[src/hw/rtl/range_count_at_least_defines.svh]
// ----------------------------------------------------------------------------
// range_count_at_least_defines.svh
// Assertion macros for the range count block; empty when synthesizing.
// ----------------------------------------------------------------------------
`ifndef RANGE_COUNT_AT_LEAST_DEFINES_SVH
`define RANGE_COUNT_AT_LEAST_DEFINES_SVH

`ifndef SYNTHESIS
`define RCAL_ASSERT(name, clk, rstn, prop, msg) \
    name: assert property (@(posedge clk) disable iff (!rstn) prop) else $error(msg);
`define RCAL_NEVER(name, clk, rstn, expr, msg) \
    `RCAL_ASSERT(name, clk, rstn, !(expr), msg)
`else
`define RCAL_ASSERT(name, clk, rstn, prop, msg)
`define RCAL_NEVER(name, clk, rstn, expr, msg)
`endif

`endif

[src/hw/rtl/rcal_pkg.sv]
// ----------------------------------------------------------------------------
// rcal_pkg
// Shared widths, defaults and operation codes of the range count block.
// ----------------------------------------------------------------------------
package rcal_pkg;

    localparam int MAX_ELEMS_DEF   = 1024;
    localparam int VALUE_WIDTH_DEF = 32;

    localparam int FUNC_W  = 2;
    localparam int INDEX_W = 10;
    localparam int COUNT_W = 11;

    localparam logic [FUNC_W-1:0] FUNC_LOAD  = 2'd0;
    localparam logic [FUNC_W-1:0] FUNC_BUILD = 2'd1;
    localparam logic [FUNC_W-1:0] FUNC_QUERY = 2'd2;

    localparam logic [COUNT_W-1:0] ELEM_COUNT_RESET = 11'd1024;

endpackage

[src/hw/rtl/rcal_seq.sv]
// ----------------------------------------------------------------------------
// rcal_seq
// Sequencer: loads, level build by pairwise merging, and query search.
// ----------------------------------------------------------------------------
module rcal_seq
    import rcal_pkg::*;
#(
    parameter int MAX_ELEMS   = MAX_ELEMS_DEF,
    parameter int VALUE_WIDTH = VALUE_WIDTH_DEF,
    parameter int AW          = $clog2(MAX_ELEMS),
    parameter int NLEV        = $clog2(MAX_ELEMS + 1),
    parameter int SAW         = $clog2(NLEV * MAX_ELEMS)
)
(
    input  logic                   clk,
    input  logic                   rst_n,
    input  logic                   in_valid,
    output logic                   in_stall,
    input  logic [FUNC_W-1:0]      func,
    input  logic [INDEX_W-1:0]     elem_index,
    input  logic [VALUE_WIDTH-1:0] elem_value,
    input  logic [INDEX_W-1:0]     range_low,
    input  logic [INDEX_W-1:0]     range_high,
    input  logic [VALUE_WIDTH-1:0] threshold,
    output logic                   out_valid,
    input  logic                   out_stall,
    output logic [COUNT_W-1:0]     match_count,
    input  logic                   cfg_wr_en,
    input  logic [COUNT_W-1:0]     cfg_wr_data,
    output logic                   em_we,
    output logic [AW-1:0]          em_waddr,
    output logic [VALUE_WIDTH-1:0] em_wdata,
    output logic [AW-1:0]          em_raddr,
    input  logic [VALUE_WIDTH-1:0] em_rdata,
    output logic                   lm_we,
    output logic [SAW-1:0]         lm_waddr,
    output logic [VALUE_WIDTH-1:0] lm_wdata,
    output logic [SAW-1:0]         lm_raddr_a,
    input  logic [VALUE_WIDTH-1:0] lm_rdata_a,
    output logic [SAW-1:0]         lm_raddr_b,
    input  logic [VALUE_WIDTH-1:0] lm_rdata_b
);

    localparam int PW = $clog2(MAX_ELEMS + 1) + 1;
    localparam int XW = (PW > COUNT_W + 1) ? PW : COUNT_W + 1;
    localparam int LW = $clog2(NLEV);

    localparam logic [XW-1:0]  M_X   = XW'(MAX_ELEMS);
    localparam logic [SAW-1:0] M_S   = SAW'(MAX_ELEMS);
    localparam logic [LW-1:0]  LV_TOP = LW'(NLEV - 1);

    typedef enum logic [3:0] {
        S_IDLE,
        S_COPY,
        S_MREAD,
        S_MWRITE,
        S_QCLAMP,
        S_QPICK,
        S_QREAD,
        S_QCMP,
        S_DONE
    } state_t;

    state_t                 state_reg, state_next;
    logic [COUNT_W-1:0]     elem_count_reg, elem_count_next;
    logic [LW-1:0]          lv_reg, lv_next;
    logic [SAW-1:0]         base_reg, base_next;
    logic [SAW-1:0]         src_base_reg, src_base_next;
    logic [SAW-1:0]         dst_base_reg, dst_base_next;
    logic [XW-1:0]          pos_reg, pos_next;
    logic [XW-1:0]          end_reg, end_next;
    logic [XW-1:0]          a_reg, a_next;
    logic [XW-1:0]          b_reg, b_next;
    logic [XW-1:0]          mid_reg, mid_next;
    logic [XW-1:0]          seg_end_reg, seg_end_next;
    logic [XW-1:0]          start_reg, start_next;
    logic [XW-1:0]          seg_reg, seg_next;
    logic [XW-1:0]          wpos_reg, wpos_next;
    logic [XW-1:0]          blo_reg, blo_next;
    logic [XW-1:0]          bhi_reg, bhi_next;
    logic [XW-1:0]          bmid_reg, bmid_next;
    logic [XW-1:0]          total_reg, total_next;
    logic [XW-1:0]          copy_idx_reg, copy_idx_next;
    logic                   copy_wv_reg, copy_wv_next;
    logic [AW-1:0]          copy_wa_reg, copy_wa_next;
    logic [INDEX_W-1:0]     lo_reg, lo_next;
    logic [INDEX_W-1:0]     hi_reg, hi_next;
    logic [VALUE_WIDTH-1:0] key_reg, key_next;
    logic                   out_valid_reg, out_valid_next;
    logic [COUNT_W-1:0]     count_reg, count_next;

    logic          accept;
    logic          take_a;
    logic [XW-1:0] a_adv, b_adv, next_start, half, seg_end_c, mid_c;
    logic [XW-1:0] s2, len, qmid, cnt, hi1, endv;
    logic [LW:0]   lv_up;

    assign in_stall    = (state_reg != S_IDLE);
    assign accept      = in_valid && !in_stall;
    assign out_valid   = out_valid_reg;
    assign match_count = count_reg;

    always_comb
    begin
        state_next      = state_reg;
        elem_count_next = elem_count_reg;
        lv_next         = lv_reg;
        base_next       = base_reg;
        src_base_next   = src_base_reg;
        dst_base_next   = dst_base_reg;
        pos_next        = pos_reg;
        end_next        = end_reg;
        a_next          = a_reg;
        b_next          = b_reg;
        mid_next        = mid_reg;
        seg_end_next    = seg_end_reg;
        start_next      = start_reg;
        seg_next        = seg_reg;
        wpos_next       = wpos_reg;
        blo_next        = blo_reg;
        bhi_next        = bhi_reg;
        bmid_next       = bmid_reg;
        total_next      = total_reg;
        copy_idx_next   = copy_idx_reg;
        copy_wv_next    = 1'b0;
        copy_wa_next    = copy_idx_reg[AW-1:0];
        lo_next         = lo_reg;
        hi_next         = hi_reg;
        key_next        = key_reg;
        out_valid_next  = out_valid_reg && out_stall;
        count_next      = count_reg;

        em_we      = 1'b0;
        em_waddr   = AW'(elem_index);
        em_wdata   = elem_value;
        em_raddr   = copy_idx_reg[AW-1:0];
        lm_we      = copy_wv_reg;
        lm_waddr   = SAW'(copy_wa_reg);
        lm_wdata   = em_rdata;
        lm_raddr_a = SAW'(src_base_reg + SAW'(a_reg));
        lm_raddr_b = SAW'(src_base_reg + SAW'(b_reg));

        take_a     = (a_reg < mid_reg)
                     && ((b_reg >= seg_end_reg) || ($signed(lm_rdata_a) < $signed(lm_rdata_b)));
        a_adv      = take_a ? a_reg + 1'b1 : a_reg;
        b_adv      = take_a ? b_reg : b_reg + 1'b1;
        next_start = start_reg + seg_reg;
        half       = seg_reg;
        seg_end_c  = '0;
        mid_c      = '0;
        lv_up      = {1'b0, lv_reg} + 1'b1;
        s2         = XW'(1) << lv_up;
        len        = XW'(1) << lv_reg;
        qmid       = blo_reg + ((bhi_reg - blo_reg) >> 1);
        cnt        = (XW'(elem_count_reg) > M_X) ? M_X : XW'(elem_count_reg);
        hi1        = XW'(hi_reg) + 1'b1;
        endv       = (hi1 < cnt) ? hi1 : cnt;

        if (cfg_wr_en)
        begin
            elem_count_next = cfg_wr_data;
        end

        case (state_reg)
            S_IDLE:
            begin
                if (accept)
                begin
                    case (func)
                        FUNC_LOAD:
                        begin
                            em_we = (XW'(elem_index) < M_X);
                        end
                        FUNC_BUILD:
                        begin
                            copy_idx_next = '0;
                            state_next    = S_COPY;
                        end
                        FUNC_QUERY:
                        begin
                            lo_next    = range_low;
                            hi_next    = range_high;
                            key_next   = threshold;
                            state_next = S_QCLAMP;
                        end
                        default:
                        begin
                        end
                    endcase
                end
            end

            // Copy the element store into level 0, one entry a cycle.
            S_COPY:
            begin
                if (copy_idx_reg < M_X)
                begin
                    copy_wv_next  = 1'b1;
                    copy_idx_next = copy_idx_reg + 1'b1;
                end
                else
                begin
                    lv_next       = LW'(1);
                    seg_next      = XW'(2);
                    start_next    = '0;
                    src_base_next = '0;
                    dst_base_next = M_S;
                    a_next        = '0;
                    mid_next      = (XW'(1) < M_X) ? XW'(1) : M_X;
                    b_next        = (XW'(1) < M_X) ? XW'(1) : M_X;
                    seg_end_next  = (XW'(2) < M_X) ? XW'(2) : M_X;
                    wpos_next     = '0;
                    state_next    = S_MREAD;
                end
            end

            S_MREAD:
            begin
                state_next = S_MWRITE;
            end

            S_MWRITE:
            begin
                lm_we     = 1'b1;
                lm_waddr  = SAW'(dst_base_reg + SAW'(wpos_reg));
                lm_wdata  = take_a ? lm_rdata_a : lm_rdata_b;
                a_next    = a_adv;
                b_next    = b_adv;
                wpos_next = wpos_reg + 1'b1;
                state_next = S_MREAD;
                if (a_adv == mid_reg && b_adv == seg_end_reg)
                begin
                    if (next_start >= M_X)
                    begin
                        if (lv_reg == LV_TOP)
                        begin
                            state_next = S_IDLE;
                        end
                        else
                        begin
                            // Next level: segments twice as long, starting over at zero.
                            lv_next       = lv_reg + 1'b1;
                            seg_next      = seg_reg << 1;
                            half          = seg_reg;
                            start_next    = '0;
                            src_base_next = dst_base_reg;
                            dst_base_next = dst_base_reg + M_S;
                            mid_c         = (half < M_X) ? half : M_X;
                            seg_end_c     = ((seg_reg << 1) < M_X) ? (seg_reg << 1) : M_X;
                            a_next        = '0;
                            mid_next      = mid_c;
                            b_next        = mid_c;
                            seg_end_next  = seg_end_c;
                            wpos_next     = '0;
                        end
                    end
                    else
                    begin
                        half         = seg_reg >> 1;
                        mid_c        = ((next_start + half) < M_X) ? next_start + half : M_X;
                        seg_end_c    = ((next_start + seg_reg) < M_X)
                                       ? next_start + seg_reg : M_X;
                        start_next   = next_start;
                        a_next       = next_start;
                        mid_next     = mid_c;
                        b_next       = mid_c;
                        seg_end_next = seg_end_c;
                        wpos_next    = next_start;
                    end
                end
            end

            S_QCLAMP:
            begin
                total_next = '0;
                if (XW'(lo_reg) >= endv)
                begin
                    state_next = S_DONE;
                end
                else
                begin
                    pos_next   = XW'(lo_reg);
                    end_next   = endv;
                    lv_next    = '0;
                    base_next  = '0;
                    state_next = S_QPICK;
                end
            end

            // Grow the segment one level a cycle while it stays aligned and in range.
            S_QPICK:
            begin
                if (lv_reg != LV_TOP && (pos_reg & (s2 - 1'b1)) == '0
                    && (pos_reg + s2) <= end_reg)
                begin
                    lv_next   = lv_reg + 1'b1;
                    base_next = base_reg + M_S;
                end
                else
                begin
                    blo_next   = '0;
                    bhi_next   = len;
                    state_next = S_QREAD;
                end
            end

            S_QREAD:
            begin
                lm_raddr_a = SAW'(base_reg + SAW'(pos_reg) + SAW'(qmid));
                if (blo_reg < bhi_reg)
                begin
                    bmid_next  = qmid;
                    state_next = S_QCMP;
                end
                else
                begin
                    total_next = total_reg + (len - blo_reg);
                    pos_next   = pos_reg + len;
                    lv_next    = '0;
                    base_next  = '0;
                    state_next = ((pos_reg + len) >= end_reg) ? S_DONE : S_QPICK;
                end
            end

            S_QCMP:
            begin
                if ($signed(lm_rdata_a) < $signed(key_reg))
                begin
                    blo_next = bmid_reg + 1'b1;
                end
                else
                begin
                    bhi_next = bmid_reg;
                end
                state_next = S_QREAD;
            end

            S_DONE:
            begin
                if (!out_valid_reg || !out_stall)
                begin
                    out_valid_next = 1'b1;
                    count_next     = COUNT_W'(total_reg);
                    state_next     = S_IDLE;
                end
            end

            default:
            begin
                state_next = S_IDLE;
            end
        endcase
    end

    always_ff @(posedge clk or negedge rst_n)
    begin
        if (!rst_n)
        begin
            state_reg      <= S_IDLE;
            elem_count_reg <= ELEM_COUNT_RESET;
            lv_reg         <= '0;
            base_reg       <= '0;
            src_base_reg   <= '0;
            dst_base_reg   <= '0;
            pos_reg        <= '0;
            end_reg        <= '0;
            a_reg          <= '0;
            b_reg          <= '0;
            mid_reg        <= '0;
            seg_end_reg    <= '0;
            start_reg      <= '0;
            seg_reg        <= '0;
            wpos_reg       <= '0;
            blo_reg        <= '0;
            bhi_reg        <= '0;
            bmid_reg       <= '0;
            total_reg      <= '0;
            copy_idx_reg   <= '0;
            copy_wv_reg    <= 1'b0;
            copy_wa_reg    <= '0;
            lo_reg         <= '0;
            hi_reg         <= '0;
            key_reg        <= '0;
            out_valid_reg  <= 1'b0;
            count_reg      <= '0;
        end
        else
        begin
            state_reg      <= state_next;
            elem_count_reg <= elem_count_next;
            lv_reg         <= lv_next;
            base_reg       <= base_next;
            src_base_reg   <= src_base_next;
            dst_base_reg   <= dst_base_next;
            pos_reg        <= pos_next;
            end_reg        <= end_next;
            a_reg          <= a_next;
            b_reg          <= b_next;
            mid_reg        <= mid_next;
            seg_end_reg    <= seg_end_next;
            start_reg      <= start_next;
            seg_reg        <= seg_next;
            wpos_reg       <= wpos_next;
            blo_reg        <= blo_next;
            bhi_reg        <= bhi_next;
            bmid_reg       <= bmid_next;
            total_reg      <= total_next;
            copy_idx_reg   <= copy_idx_next;
            copy_wv_reg    <= copy_wv_next;
            copy_wa_reg    <= copy_wa_next;
            lo_reg         <= lo_next;
            hi_reg         <= hi_next;
            key_reg        <= key_next;
            out_valid_reg  <= out_valid_next;
            count_reg      <= count_next;
        end
    end

endmodule
[config.mk]
export PLATFORM = sky130hd
export DESIGN_NAME = rcal_seq
export DESIGN_NICKNAME = d
export VERILOG_FILES = /design/src/hw/rtl/range_count_at_least_defines.svh /design/src/hw/rtl/rcal_pkg.sv /design/src/hw/rtl/rcal_seq.sv
export SDC_FILE = /design/constraint.sdc
export NUM_CORES = 1
export LEC_CHECK = 0
export BUFFER_PORTS_ARGS = -buffer_cell sky130_fd_sc_hd__buf_2
export CAP_MARGIN = 20
export CORE_MARGIN = 2
export CORE_UTILIZATION = 44
export DETAILED_ROUTE_END_ITERATION = 7
export MAX_ROUTING_LAYER = met4
export PLACE_DENSITY = 0.68
export SYNTH_ARGS = -nofsm -noshare
export SYNTH_HDL_FRONTEND = slang
export SYNTH_SLANG_ARGS = --single-unit
[constraint.sdc]
create_clock -name clk -period 10.6 [get_ports clk]
set_clock_uncertainty 0.15 [all_clocks]
set_input_delay 1.59 -clock clk [delete_from_list [all_inputs] [get_ports clk]]
set_output_delay 1.59 -clock clk [all_outputs]
set_load 0.1 [all_outputs]
==> After elaboration in Yosys (flattened, before gate mapping) <==
Index checks and enable logic that the tools add are counted.
{ "totals": {"out_inout_bits": 141, "inputBits": 208, "register_bits": 304, "elab_cells": 238} }
{ "classes": {"reduce_logical": 36, "eq_ne": 30, "n_lt_le_gt_ge": 16, "bitwise": 2, "shifts": 2, "addsub": 25, "n_mux": 100} }
{ "ops": {"columns": ["op", "count"], "rows": [
  ["12-bit two-way mux", 40],
  ["12-bit one-hot mux with 2 select lines", 12],
  ["14-bit two-way mux", 13],
  ["14-bit by 12-bit adder with 14-bit output", 5],
  ["32-bit less-than comparator", 2],
  ["32-bit two-way mux", 2],
  ["12-bit by 1-bit adder with 12-bit output, second input constant", 5],
  ["12-bit adder", 5],
  ["12-bit by 11-bit less-than comparator with 1-bit output, second input constant", 5],
  ["4-bit two-way mux", 14],
  ["14-bit one-hot mux with 2 select lines", 2],
  ["14-bit one-hot mux with 3 select lines", 1],
  ["4-bit one-hot mux with 9 select lines", 1],
  ["14-bit by 11-bit adder with 14-bit output, second input constant", 2],
  ["2-bit inequality test, second input constant", 13],
  ["12-bit by 11-bit adder with 12-bit output", 2],
  ["12-bit equality test", 2],
  ["12-bit greater-or-equal comparator", 2],
  ["12-bit less-than comparator", 2],
  ["12-bit subtractor", 2],
  ["11-bit two-way mux", 2],
  ["4-bit one-hot mux with 5 select lines", 1],
  ["4-bit by 3-bit equality test with 1-bit output, second input constant", 4],
  ["12-bit AND", 1],
  ["other kinds (39)", 71]
]} }

==> Logic depth before layout (Yosys ltp) <==
{ "depth": {"word_depth": 9, "ltp_mapped": 30, "depth_no_buf": 30} }

==> Worst setup path after synthesis <==
No wires, ideal clock.
{ "synth_timing": {"path_type": "register to output", "startpoint": "register blo_reg[1]", "endpoint": "output port lm_raddr_a[12]", "slack_ns": 2.398, "arrival_time_ns": 6.462, "stages_incl_launch_ff": 25, "t_required_ns": 8.860, "path_buffers": 0, "cell_sequence": "dfrtp_1 inv_1 ha_1 nor2b_1 o21ai_0 a21boi_0 o21ai_0 a21boi_0 o21ai_0 a21boi_0 o21a_1 o21ai_0 nand2b_1 a21oi_1 xnor2_1 ha_1 a21oi_1 o21ai_0 xnor2_1 fa_1 ha_1 a21oi_1 o21ai_0 xnor2_1 o21ai_0"} }
{ "synth_via": {"elab_chain_cells": 4} }
{ "synth_rtl": {"columns": ["element", "line", "rtl"], "rows": [
  ["from (decl)", "rcal_seq.sv:79", "logic [XW-1:0] blo_reg, blo_next;"],
  ["from (signal assigned)", "rcal_seq.sv:404", "blo_reg <= blo_next;"],
  ["12-bit subtractor", "rcal_seq.sv:154", "qmid = blo_reg + ((bhi_reg - blo_reg) >> 1);"],
  ["12-bit by 11-bit adder with 12-bit output (*)", "rcal_seq.sv:154", null],
  ["net qmid[11]", "rcal_seq.sv:95", "logic [XW-1:0] s2, len, qmid, cnt, hi1, endv;"],
  ["14-bit by 12-bit adder with 14-bit output (*)", "rcal_seq.sv:309", "lm_raddr_a = SAW'(base_reg + SAW'(pos_reg) + SAW'(qmid));"],
  ["14-bit two-way mux (*)", "rcal_seq.sv:164", "case (state_reg)"],
  ["to (decl)", "rcal_seq.sv:38", "output logic [SAW-1:0] lm_raddr_a,"]
]} }
Mark *: on every way through the listed nets, which the timed path passes. The rest lies on a longest branch.

==> Final worst setup path <==
Same ends and word-level chain as after synthesis.

==> summary.md <==
| Metric | Value |
|---|---|
| Starting Density | `44.6%` |
| Num CTS Buffers | `35` |
| R2R setup slack | `3.23 ns` |
| Routability Congestion | `0.965` |
| Area growth syn-to-layout | `11.8%` |
| R2R depth | `29` |
| Initial antenna violation count | `5` |
| Ys flop type | `dfrtp_1` |
| Clk slew on worst S/H paths | `0.06 ns` |
| Worst setup path startpoint | `blo_reg[1]$_DFFE_PN0P_` |
| Maximum VDD drop | `251 µV` |
| Routed vias | `20400` |
| Die W | `232 µm` |
| Vias per cell | `5.76` |
| Slew margin rel. | `27.7%` |
| Tot GR Track Use | `26.6%` |
| Antenna-violating nets left | `0` |
| H-tree levels | `2` |
| Setup tns final | `0 ns` |
| Post-synthesis sequential area ratio | `29.5%` |
| Footprint of the multi-input gates | `14400 µm²` |
| First DRT Iteration DRCs | `1553` |
| Design Area, Final | `25600 µm²` |
| WP data arrival | `6.10 ns` |
| Pre-Repair DR Iteration Count | `6` |
| Critical Path End | `lm_raddr_a[12]` |
| Core Area | `51400 µm²` |
| Maximum root-to-sink buffer count | `3` |
| Final hold vios | `0` |
| Drt total wl | `70200 µm` |
| Hold WS | `0.292 ns` |
| Post-Syn Area | `22900 µm²` |
| Final min period | `7.84 ns` |
| Synth warn | `0` |
| Clock root buffer | `clkbuf_16` |
| Max reg flops | `32` |
| Vias in the first global route | `19900` |
| Synthesized instance count | `2670` |
| DRC Markers | `0` |
| Final setup vio count | `0` |
| Number of synthesized flops with an enable pin | `0` |
| FF-to-FF Start | `lv_reg[0]$_DFFE_PN0P_` |
| # Post-CTS Setup Buffers | `0` |
| FP Rows | `83` |
| Synth cell types | `89` |
| DP Area | `24400 µm²` |
| Worst setup path class | `reg2out` |
| First-pass GRT wire length | `110000 µm` |
| Largest net degree at the start of global routing | `173` |
| Hold Path Class | `reg2reg` |
| CTS Hold Buffers Added | `0` |
| HPWL after detailed placement | `54100 µm` |
| WP data required | `8.86 ns` |
| Worst-Skew Late Latency | `0.56 ns` |
| Ys async rst share | `100%` |
| CTS resizes | `0` |
| Io pins | `349` |
| NumNets Final | `3317` |
| RSZ-0062 raised after global routing | `no` |
| Worst r2r dst | `blo_reg[5]$_DFFE_PN0P_` |
| Critical Path Sink Type | `output port` |
| Syn_area_per_cell | `8.58 µm²` |
| Worst setup SP type | `register` |
| Slew @ Worst Pin | `1.08 ns` |
| Leak | `12.9 nW` |
| Fraction of layout cells with a size suffix above 1 | `16.7%` |
| IO buf count | `264` |
| Yosys reg bits | `270` |
| Routed WL per cell | `19.8 µm` |
| CTS tree | `yes` |
| Outcome | `finished clean` |
| Die Y | `232 µm` |
| CTS sink count | `270` |
| Sequential cell area | `6760 µm²` |
| Max-cap violations | `0` |
| Syn nets | `3158` |
| Die Area | `53900 µm²` |
| Fill cell count | `4923` |
| Final Slew Violations | `0` |
| Tcrit/Tclk final | `74.0%` |
| Gr ovfl total | `0` |
| F_max | `128 MHz` |
| Max Fanout on Critical Path | `4` |
| PD cells | `322 nW/µm²` |
==> layout make-up <==
class / count / area share [%]
multi-input combinational: 1991 / 56.3
sequential: 270 / 26.4
timing repair buffer: 282 / 5.87
clock buffer: 40 / 3.65
inverter: 249 / 3.65
tap: 680 / 3.32
clock inverter: 22 / 0.782
antenna: 5 / 0.0489
==> worst max-delay path, cell delays in order (launching register included) <==
cell and delay (ns):
dfrtp_1 0.42, inv_1 0.19, ha_1 0.28, nor2b_1 0.13, o21ai_0 0.22, a21boi_0 0.16
o21ai_0 0.22, a21boi_0 0.14, o21ai_0 0.21, a21boi_0 0.15, o21a_1 0.21, o21ai_0 0.16
nand2b_1 0.07, a21oi_1 0.17, xnor2_1 0.14, ha_1 0.28, a21oi_1 0.13, o21ai_0 0.11
xnor2_1 0.23, fa_1 0.46, ha_1 0.36, a21oi_1 0.16, o21ai_0 0.12, xnor2_1 0.17
o21ai_0 0.18, buf_2 0.48
==> per-layer routing <==
layer | global-route usage (%) | vias to the layer above | routed length (µm)
met4 | 10.4 | 0 | 2680
met5 | - | - | 0
met1 | 34.3 | 9823 | 30700
met2 | 41.3 | 744 | 31900
li1 | - | 9672 | -
met3 | 4.91 | 154 | 4950
==> placed cells by master (no fill, tap or decap), types with 13 or more instances in the layout <==
cell       netlist  layout
a211oi_1        13      13
a21o_1          56      56
a21oi_1        133     133
a22o_1          38      38
a22oi_1         14      14
a31oi_1         51      51
and2_1          15      15
and3_1          28      28
buf_2           13     263
buf_4           57      14
clkbuf_16        0      35
dfrtp_1        269     269
fa_1            19      19
ha_1           261     261
inv_1          249     249
mux2_2          93      93
mux2i_1         40      40
nand2_1        318     317
nand2b_1        21      21
nand3_1         65      63
nand4_1         36      36
nor2_1         183     179
nor2b_1         32      31
nor3_1          36      36
o211ai_1        13      13
o21a_1          18      18
o21ai_0        136     136
o21bai_1        14      14
o22ai_1         27      27
or3_1           13      13
xnor2_1        102     102
xor2_1          50      50
==> Yosys cell counts, drive strengths merged (16+ instances only) <==
cell type	n	area, µm²
and2	16	100
nor2b	32	200
a31oi	53	362
o21ai	139	703
fa	19	380
o21a	18	135
a21oi	134	674
inv	249	935
nand2	318	1190
nand3	67	345
a21o	56	420
o22ai	31	219
mux2	93	1050
dfrtp	269	6730
mux2i	40	400
nand4	38	250
and3	28	175
a22o	38	333
nor3	40	226
nand2b	21	131
nor2	183	687
xor2	50	438
ha	261	3270
xnor2	102	893
buf	80	546
clkbuf	80	300
==> cells by family after synthesis <==
kind of cell	share of synthesized area [%]
adders and majority gates	16.0
AOI/OAI and AO/OA	17.9
xor gates and xnor gates	5.81
buffers and inverters	7.77
DFF	29.5
and+or+nand+nor	16.7
muxes	6.32
==> worst min path at each step <==
stage | startpoint | to | depth (start not counted)
3_3_place_gp | copy_idx_reg[6]$_DFFE_PN0P_ | copy_wa_reg[6]$_DFF_PN0_ | 0
2_1_floorplan | copy_idx_reg[6]$_DFFE_PN0P_ | copy_wa_reg[6]$_DFF_PN0_ | 0
3_5_place_dp | copy_idx_reg[4]$_DFFE_PN0P_ | copy_wa_reg[4]$_DFF_PN0_ | 0
6_report | copy_idx_reg[4]$_DFFE_PN0P_ | copy_wa_reg[4]$_DFF_PN0_ | 0
4_1_cts | copy_idx_reg[4]$_DFFE_PN0P_ | copy_wa_reg[4]$_DFF_PN0_ | 0
5_1_grt | copy_idx_reg[4]$_DFFE_PN0P_ | copy_wa_reg[4]$_DFF_PN0_ | 0
==> power breakdown <==
part | switching [W] | internal, W | total, W
registers | 0.000287 | 0.00127 | 0.00156
clock network | 0.000511 | 0.000690 | 0.00120
logic | 0.00353 | 0.00195 | 0.00548
total | 0.00433 | 0.00391 | 0.00824
==> stage by stage <==
stage | instances | worst slack, ns | total power (W) | util (%)
detailed placement | 3469 | 3.40 | 0.00696 | 47.5
floorplan | 2670 | 2.40 | 0.00578 | -
global route | 3539 | 2.18 | 0.00888 | 49.8
finish | 3539 | 2.76 | 0.00824 | 49.8
CTS | 3531 | 2.77 | 0.00820 | 49.7
global placement | 3469 | 3.39 | 0.00684 | 47.5
Note: power is estimated with default switching activity, not from simulation.
